--- src/rtl/core/lab_pkg.sv ---
// ----------------------------------------------------------------------------
// lab_pkg: shared types and constants of the look-at basis block
// Widths of the vector datapath, pipeline depths and the basis vectors.
// ----------------------------------------------------------------------------
package lab_pkg;

  localparam int COORD_W = 32;          // Q16.16 input coordinate
  localparam int VEC_W   = 34;          // signed vector entering a normaliser
  localparam int NM_W    = 31;          // normalised magnitude, top bit at NM_W-1
  localparam int SQ_W    = 2 * NM_W;    // one squared magnitude
  localparam int SUM_W   = 64;          // sum of three squares
  localparam int ROOT_W  = SUM_W / 2;   // integer square root
  localparam int REM_W   = ROOT_W + 2;  // square-root remainder
  localparam int FRAC_W  = 14;          // Q1.14 fraction bits
  localparam int Q_W     = FRAC_W + 1;  // quotient magnitude, up to 1.0
  localparam int NUM_W   = NM_W + FRAC_W + 1;
  localparam int OUT_W   = 16;          // Q1.14 component
  localparam int EPS_W   = 15;

  localparam int SQRT_PER    = 2;                   // root bits per stage
  localparam int SQRT_STAGES = ROOT_W / SQRT_PER;
  localparam int DIV_PER     = 3;                   // quotient bits per stage
  localparam int DIV_STAGES  = Q_W / DIV_PER;

  localparam logic [EPS_W-1:0] EPS_RESET = EPS_W'(1);
  localparam logic signed [OUT_W-1:0] ONE_Q14 = OUT_W'(16384);

  typedef struct packed {
    logic signed [OUT_W-1:0] x;
    logic signed [OUT_W-1:0] y;
    logic signed [OUT_W-1:0] z;
  } q14v_t;

  typedef struct packed {
    logic signed [VEC_W-1:0] x;
    logic signed [VEC_W-1:0] y;
    logic signed [VEC_W-1:0] z;
  } wvec_t;

  // Candidate temporary up vectors.
  localparam q14v_t UP_NEG_Z = '{x: '0, y: '0, z: -ONE_Q14};
  localparam q14v_t UP_POS_Z = '{x: '0, y: '0, z: ONE_Q14};
  localparam q14v_t UP_POS_Y = '{x: '0, y: ONE_Q14, z: '0};

  typedef struct packed {
    logic  deg;
    q14v_t fwd;
  } side2_t;

  typedef struct packed {
    logic  deg;
    q14v_t fwd;
    q14v_t left;
  } side3_t;

  typedef struct packed {
    logic  deg;
    q14v_t fwd;
    q14v_t up;
    q14v_t left;
  } basis_t;

endpackage

--- src/rtl/core/lab_cross.sv ---
// ----------------------------------------------------------------------------
// lab_cross: two-stage cross product
// Six Q1.14 products in the first stage, the differences in the second.
// ----------------------------------------------------------------------------
module lab_cross #(
  parameter int SIDE_W = $bits(lab_pkg::side2_t)
) (
  input  logic              clk,
  input  logic              rst,
  input  logic              en,
  input  logic              in_valid,
  input  lab_pkg::q14v_t    a,
  input  lab_pkg::q14v_t    b,
  input  logic [SIDE_W-1:0] side_in,
  output logic              out_valid,
  output lab_pkg::wvec_t    c,
  output logic [SIDE_W-1:0] side_out
);

  localparam int PW = 2 * lab_pkg::OUT_W;

  logic                 v1;
  logic signed [PW-1:0] p [6];
  logic [SIDE_W-1:0]    side1;

  always_ff @(posedge clk) begin
    if (rst) begin
      v1        <= 1'b0;
      out_valid <= 1'b0;
    end else if (en) begin
      v1        <= in_valid;
      out_valid <= v1;
    end
  end

  always_ff @(posedge clk) begin
    if (en) begin
      p[0]  <= a.y * b.z;
      p[1]  <= a.z * b.y;
      p[2]  <= a.z * b.x;
      p[3]  <= a.x * b.z;
      p[4]  <= a.x * b.y;
      p[5]  <= a.y * b.x;
      side1 <= side_in;
      c.x   <= lab_pkg::VEC_W'(p[0]) - lab_pkg::VEC_W'(p[1]);
      c.y   <= lab_pkg::VEC_W'(p[2]) - lab_pkg::VEC_W'(p[3]);
      c.z   <= lab_pkg::VEC_W'(p[4]) - lab_pkg::VEC_W'(p[5]);
      side_out <= side1;
    end
  end

endmodule

--- config.mk ---
export PLATFORM = sky130hd
export DESIGN_NAME = lab_cross
export DESIGN_NICKNAME = d
export VERILOG_FILES = /design/src/rtl/core/lab_pkg.sv /design/src/rtl/core/lab_cross.sv
export SDC_FILE = /design/constraint.sdc
export NUM_CORES = 2
export LEC_CHECK = 0
export ABC_AREA = 1
export BUFFER_PORTS_ARGS = -buffer_cell sky130_fd_sc_hd__buf_4
export CORE_MARGIN = 3
export CORE_UTILIZATION = 60
export DETAILED_ROUTE_END_ITERATION = 6
export PLACE_DENSITY = 0.79
export SLEW_MARGIN = 20
export SYNTH_ARGS = -nofsm -noshare
export SYNTH_HDL_FRONTEND = slang
export SYNTH_SLANG_ARGS = --single-unit
--- constraint.sdc ---
create_clock -name clk -period 5.7 [get_ports clk]
set_input_delay 0.285 -clock clk [delete_from_list [all_inputs] [get_ports clk]]
set_output_delay 0.285 -clock clk [all_outputs]
set_load 0.005 [all_outputs]
==> results.tsv <==
metric	value	unit
status	finished clean	
synthToLayoutAreaGrowth	12.26	%
clock_sinks	391	
ys_types	34	
ant_nets	0	
layout.nets	13600	
route.detailed.drc	0	
ys.flop_type	edfxtp_1	
rsz0062_at_grt	false	
worstSetupStartpointType	input port	
synth_nets	12940	
io_buffers	300	
path_class	input port to flip-flop	
r2r_start	p[4][11]$_DFFE_PP_	
finalCritPeriodShare	0.9473	
setup_viol	0	
start_util	0.6063	
dp_hpwl	216000	µm
tightest_slew	1.064	ns
top_layer	met5	
fillers	11280	
pre_cts_slack	-0.2773	ns
crit_start	b[36]	
die_area	143800	µm²
fp.dieW	379.2	µm
initialDrtViolationCount	6015	
ioPinCount	301	
drt-pass1-iter-count	7	
finalWorstPathRequiredPeriod	5.400	ns
ys_warn_count	0	
drt-met1-wl	97840	µm
cts_hold_buffers	51	
antenna_found_initial	17	
netlist_instances	10630	
synth.avg_cell_area	7.863	µm²
hold_path.class	input port to flip-flop	
grt_max_degree	163	
drt-total-wl	254600	µm
crit_path_max_fanout	9	
track_usage	0.3626	
synthArstFlopShare	0	
avgViaCountPerCell	5.321	
final_common_cell	inv_1	
cts_resized	0	
syn_area	83570	µm²
via_count	69920	
setup_slack	0.3003	ns
grt_pass1_vias	73740	
ys_seq_elements	391	
arrival	5.77	ns
layout_common_cells	inv_1 (3,233), nand2_1 (3,035), fa_1 (1,575), buf_4 (804), ha_1 (588)	
gp_congestion	1.014	
clockBufferDepth	3	
drive_gt1_frac	0.09065	
cts-root-buf	clkbuf_16	
synth_edf_count	389	
finalClockSkew	0.01901	ns
hold_viol_final	0	
core_area	137800	µm²
hold_start	en	
post_cts_buffers	0	
cts_tree	yes	
seq_area_frac_synth	0.1403	
clk-insertion-delay-late	0.65	ns
grt_first_pass_wirelength	400100	µm
dr_wl_met3	23080	µm
maxSlewHeadroom	0.2904	
clkTransAtPathRegs	0.07	ns
htreeDepth	2	
end_kind	flip-flop	
cp.required	6.07	ns
slew_viol_final	0	
routedWlPerCell	19.38	µm
gr-total-overflow	0	
setup_tns	0	ns
fmax	0.1852	GHz
route.met2.wl	120500	µm
cts_inserted_buffers	49	
rows	136	
die_h	379.2	µm
drv_cap	0	
## cell usage after synthesis, types with 57 or more instances
library cell | count | area [µm²]
inv_1 | 3233 | 12140
nand2_1 | 3035 | 11390
fa_1 | 1575 | 31530
ha_1 | 588 | 7357
edfxtp_1 | 389 | 11680
nor2_1 | 386 | 1449
clkbuf_1 | 283 | 1062
nand3_1 | 282 | 1411
a21oi_1 | 232 | 1161
xor2_1 | 146 | 1279
nand4_1 | 103 | 644.4
o21ai_0 | 78 | 390.4
o21bai_1 | 57 | 427.9
## stage by stage
stage	utilization	hold slack [ns]	cell area (µm²)	std cells
after floorplan	-	0.3541	83570	10630
after global placement	0.6650	0.4002	91650	12980
after detailed placement	0.6650	0.4045	91650	12980
after CTS	0.6804	0.1261	93780	13120
after global routing	0.6805	0.1252	93800	13130
final	0.6807	0.1232	93820	13140
## cells by family after synthesis
family	after synthesis	share of synthesized area
AOI/OAI and AO/OA	384	0.02503
xor gates and xnor gates	167	0.01750
adders and majority gates	2163	0.4653
buffers and inverters	3526	0.1585
DFF	391	0.1403
and+or+nand+nor	3998	0.1934
## critical path: stages
cell and delay (ns):
buf_4 0.23, nand2_1 0.14, fa_1 0.56, inv_1 0.08, fa_1 0.61, buf_4 0.24, fa_1 0.63, inv_1 0.11
fa_1 0.51, inv_1 0.06, fa_1 0.53, fa_1 0.43, ha_1 0.34, nand2_1 0.10, nor3_1 0.29, and2_1 0.19
nand2_1 0.10, inv_1 0.08, nor2_1 0.06, nand2_1 0.07, nand2_1 0.10
## registers in the layout, indices dropped and copies added (netlist names)
name / cells
v1: 1
p: 192
c: 99
side_out: 49
out_valid: 1
side1: 49
## cell type report
type	count	area, µm²	share of cell area
Antenna cell	16	40.04	0.0004268
Clock buffer	56	1274	0.01358
Clock inverter	33	342.8	0.003654
Inverter	3237	12150	0.1295
Multi-Input combinational cell	6712	58610	0.6247
Sequential cell	391	11720	0.1249
Tap cell	1794	2245	0.02393
Timing Repair Buffer	900	7442	0.07932
## final timing paths
| check | endpoint | slack (ns) | cells after the start |
|---|---|---|---|
| worst max-delay path | p[5][31]$_DFFE_PP_ | 0.30 | 21 |
| worst min-delay path | side_out[11]$_DFFE_PP_ | 0.12 | 1 |
| worst max register to register | c[24]$_DFFE_PP_ | 3.24 | 9 |
| worst min register to register | side_out[30]$_DFFE_PP_ | 0.41 | 0 |
## per-layer routing
metal  global-route usage  up-vias
met2               0.5991     3167
met5                    0        -
met4               0.1616        8
met3              0.06697      704
li1                     -    31870
met1               0.4672    34170
Power is left out: the tool's default activity adds up to more than one toggle a clock period on the data nets, which glitch-free logic cannot reach.
