### config.mk
export PLATFORM = sky130hd
export DESIGN_NAME = lab_obuf
export DESIGN_NICKNAME = d
export VERILOG_FILES = /design/src/rtl/core/lab_pkg.sv /design/src/rtl/core/lab_obuf.sv
export SDC_FILE = /design/constraint.sdc
export NUM_CORES = 1
export LEC_CHECK = 0
export BUFFER_PORTS_ARGS = -buffer_cell sky130_fd_sc_hd__buf_2
export CAP_MARGIN = 15
export CORE_MARGIN = 5
export CORE_UTILIZATION = 45
export CTS_CLUSTER_SIZE = 14
export DETAILED_ROUTE_END_ITERATION = 7
export PLACE_DENSITY = 0.8
export SETUP_SLACK_MARGIN = 0.02
export SLEW_MARGIN = 20
export SYNTH_ARGS = -nofsm -noshare
export SYNTH_HDL_FRONTEND = slang
export SYNTH_SLANG_ARGS = --single-unit
### constraint.sdc
create_clock -name clk -period 11.91 [get_ports clk]
set_input_delay 0.5955 -clock clk [delete_from_list [all_inputs] [get_ports clk]]
set_output_delay 0.5955 -clock clk [all_outputs]
set_load 0.01 [all_outputs]
### src/rtl/core/lab_pkg.sv
// ----------------------------------------------------------------------------
// lab_pkg: shared types and constants of the look-at basis block
// Widths of the vector datapath, pipeline depths and the basis vectors.
// ----------------------------------------------------------------------------
package lab_pkg;

  localparam int COORD_W = 32;          // Q16.16 input coordinate
  localparam int VEC_W   = 34;          // signed vector entering a normaliser
  localparam int NM_W    = 31;          // normalised magnitude, top bit at NM_W-1
  localparam int SQ_W    = 2 * NM_W;    // one squared magnitude
  localparam int SUM_W   = 64;          // sum of three squares
  localparam int ROOT_W  = SUM_W / 2;   // integer square root
  localparam int REM_W   = ROOT_W + 2;  // square-root remainder
  localparam int FRAC_W  = 14;          // Q1.14 fraction bits
  localparam int Q_W     = FRAC_W + 1;  // quotient magnitude, up to 1.0
  localparam int NUM_W   = NM_W + FRAC_W + 1;
  localparam int OUT_W   = 16;          // Q1.14 component
  localparam int EPS_W   = 15;

  localparam int SQRT_PER    = 2;                   // root bits per stage
  localparam int SQRT_STAGES = ROOT_W / SQRT_PER;
  localparam int DIV_PER     = 3;                   // quotient bits per stage
  localparam int DIV_STAGES  = Q_W / DIV_PER;

  localparam logic [EPS_W-1:0] EPS_RESET = EPS_W'(1);
  localparam logic signed [OUT_W-1:0] ONE_Q14 = OUT_W'(16384);

  typedef struct packed {
    logic signed [OUT_W-1:0] x;
    logic signed [OUT_W-1:0] y;
    logic signed [OUT_W-1:0] z;
  } q14v_t;

  typedef struct packed {
    logic signed [VEC_W-1:0] x;
    logic signed [VEC_W-1:0] y;
    logic signed [VEC_W-1:0] z;
  } wvec_t;

  // Candidate temporary up vectors.
  localparam q14v_t UP_NEG_Z = '{x: '0, y: '0, z: -ONE_Q14};
  localparam q14v_t UP_POS_Z = '{x: '0, y: '0, z: ONE_Q14};
  localparam q14v_t UP_POS_Y = '{x: '0, y: ONE_Q14, z: '0};

  typedef struct packed {
    logic  deg;
    q14v_t fwd;
  } side2_t;

  typedef struct packed {
    logic  deg;
    q14v_t fwd;
    q14v_t left;
  } side3_t;

  typedef struct packed {
    logic  deg;
    q14v_t fwd;
    q14v_t up;
    q14v_t left;
  } basis_t;

endpackage

### src/rtl/core/lab_obuf.sv
// ----------------------------------------------------------------------------
// lab_obuf: two-entry output buffer
// Holds finished results so that the pipeline keeps moving while the
// consumer stalls; its ready comes from the registered fill count.
// ----------------------------------------------------------------------------
module lab_obuf #(
  parameter int W = $bits(lab_pkg::basis_t)
) (
  input  logic         clk,
  input  logic         rst,
  input  logic         push,
  input  logic [W-1:0] din,
  output logic         ready,
  output logic         valid,
  output logic [W-1:0] dout,
  input  logic         take
);

  localparam logic [1:0] DEPTH = 2'd2;

  logic [W-1:0] mem [2];
  logic         wp;
  logic         rp;
  logic [1:0]   cnt;
  logic [1:0]   cnt_next;
  logic         pop;

  assign ready = (cnt != DEPTH);
  assign valid = (cnt != 2'd0);
  assign dout  = mem[rp];
  assign pop   = valid && take;

  always_comb begin
    case ({push, pop})
      2'b10:   cnt_next = cnt + 2'd1;
      2'b01:   cnt_next = cnt - 2'd1;
      default: cnt_next = cnt;
    endcase
  end

  always_ff @(posedge clk) begin
    if (rst) begin
      wp  <= 1'b0;
      rp  <= 1'b0;
      cnt <= 2'd0;
    end else begin
      if (push) wp <= ~wp;
      if (pop)  rp <= ~rp;
      cnt <= cnt_next;
    end
  end

  always_ff @(posedge clk) begin
    if (push) mem[wp] <= din;
  end

endmodule

==> metrics.csv <==
metric;value;unit
outcome;finished clean;
cts_buffers;30;
vdd_drop_max;0.136;mV
ys_types;17;
postLayoutCellArea;13400;µm²
synth_common_cells;edfxtp_1 (290), mux2_2 (145), buf_2 (10);
grt_pass1_wl;30.9;mm
initial_core_util;45.6;%
met2_usage;26.4;%
use_met1;16.6;%
grt_max_degree;81;
seq_area;8810;µm²
yosys.cell_count.top_type;edfxtp_1;
swShare;24.6;%
synth_fa_ha_area_share;0.117;%
cts_setup_buffers;0;
leakagePower;4.98;nW
rsz0062_at_grt;no;
antenna_found_initial;2;
portBuffers;295;
clock_sink_count;295;
gr-usage-all-layers;14.6;%
yosys-top-cells-area;edfxtp_1 (82%), mux2_2 (15%), dfxtp_1 (0.94%), buf_6 (0.63%), buf_2 (0.47%);
grt_util_met3;4.84;%
critPathKind;flip-flop to output pin;
wl;20.8;mm
dp_hpwl;13.8;mm
dpl_worst_slack;8740;ps
num_rows;56;
clkPwrFrac;32.8;%
hold_slack;249;ps
hold_start;din[24];
grt_pass1_vias;5957;
hp-class;input port to flip-flop;
wire_per_inst;18.3;µm
crit_fanout;78;
synthFlopType;edfxtp_1;
fmax;271;MHz
max_cap_violations;0;
finalNetCount;940;
ys_seq_area_share;82.5;%
die_h;164;µm
drtPass1Iterations;5;
synthMuxAreaShare;15.3;%
setup_ws;8220;ps
multi_input_area;1750;µm²
grt-ovfl-total;0;
layout-drive-gt1-share;60.0;%
viasPerCell;4.84;
fin_crit_sh;31.0;%
top_usage_layer;met2;
synth-xor-area-share;0.328;%
synth_compound_area_share;0.164;%
timing.rr.start;wp$_SDFFE_PP0P_;
synthSimpleGateAreaFrac;0.410;%
p_seq_share;48.1;%
synth_top_cell_area_share;81.6;%
drt_iter0_markers;284;
drc_errors;0;
ctsHoldBuffers;0;
critPathRequiredTime;11310;ps
synth_edf_count;290;
syn_avg_cell_area;22.5;µm²
powerDensity;196;nW/µm²
final.setup.tns;0;ps
comb_power_share;19.2;%
hold_viol_final;0;
syn-num-nets;624;
synth_top_area_cell;edfxtp_1;
tightest_slew;1070;ps
ios;296;
p_int;1.99;mW
insertion_delay;530;ps
ys_ff_latch;295;
worstSetupEndpointType;output pin;
synthArstFlopShare;0;%
start_kind;flip-flop;
die_area;26900;µm²
setup_viol;0;
cts-root-buf;clkbuf_16;
finClkSkew;11.2;ps
finalCriticalPeriod;3690;ps
place_congestion;0.739;
dpl-instance-area;12500;µm²
synth_top_family_by_area;multiplexers;
fill_cells;1812;
core;23400;µm²
vias;5485;
cts_resized;0;
crit_arrival;3100;ps
final_antenna_net_count;0;
yosys_warnings;0;
rrSetupSlack;9320;ps
die_w;164;µm
finalMaxSlewViolations;0;
utilization;57.4;%
area_growth;25.8;%
syn_area;10700;µm²
clk_pin_slew;60;ps
clock_path_buffers;3;
cts_tree;built;
power.switching;0.649;mW
synthCells;474;
htreeDepth;1;
slew_headroom;28.7;%
area by class of cell:
type	instances	area share (%)
Tap cell	319	2.97
Inverter	1	0.0280
Sequential cell	295	65.6
Timing Repair Buffer	300	11.4
Clock buffer	44	6.29
Antenna cell	2	0.0373
Clock inverter	11	0.578
Multi-Input combinational cell	162	13.0
cell usage in the layout, fill, tap and decap left out, drive strengths merged:
cell type | synthesis | final
diode | 0 | 2
or3 | 1 | 1
mux2 | 145 | 145
clkbuf | 0 | 44
bufinv | 0 | 1
xor2 | 1 | 1
dfxtp | 5 | 5
o21ai | 1 | 1
or2 | 1 | 1
and2 | 1 | 1
ha | 1 | 1
buf | 16 | 300
edfxtp | 290 | 290
nor2 | 5 | 5
o21a | 1 | 1
clkinv | 0 | 10
inv | 1 | 1
xnor2 | 3 | 3
nand2b | 1 | 1
a21oi | 1 | 1
sequential cells by signal (all words and copies together), names as in the netlist, named ones only:
| register | flops |
|---|---|
| rp | 1 |
| wp | 1 |
| mem | 290 |
| cnt | 2 |
worst paths after layout:
check / cells after the start / endpoint
worst min-delay path: 1 / mem[0][24]$_DFFE_PP_
worst max register to register: 2 / mem[1][59]$_DFFE_PP_
worst max-delay path: 3 / dout[52]
worst min register to register: 2 / rp$_SDFFE_PP0P_
critical path: stages (launching register included):
cell	delay (ps)
dfxtp_4	920
buf_4	880
mux2_2	430
buf_2	150
stage by stage:
stage | instances | total power, mW
finish | 1134 | 2.64
global route | 1132 | 2.75
CTS | 1131 | 2.67
detailed placement | 1076 | 1.80
global placement | 1076 | 1.79
floorplan | 474 | 1.62
cells by family after synthesis:
| kind of cell | count (synthesis) |
|---|---|
| simple gates | 9 |
| xor+xnor | 4 |
| buf+inv | 17 |
| mux | 145 |
| compound gates | 3 |
| fa+ha+maj | 1 |
| flops | 295 |
power groups by stage:
stage | Sequential [mW] | Combinational [mW] | Clock, mW
6_report | 1.27 | 0.505 | 0.863
5_1_grt | 1.27 | 0.541 | 0.937
4_1_cts | 1.27 | 0.512 | 0.886
3_5_place_dp | 1.29 | 0.508 | 0
3_3_place_gp | 1.29 | 0.503 | 0
2_1_floorplan | 1.26 | 0.356 | 0
metal layers:
layer / wire, µm / vias to the layer above / part of all wire [%]
met5: 19 / - / 0.092
met4: 433 / 4 / 2.1
met3: 1930 / 43 / 9.3
met2: 10600 / 211 / 51
met1: 7740 / 2698 / 37
li1: - / 2529 / -
(Power assumes the default switching activity.)
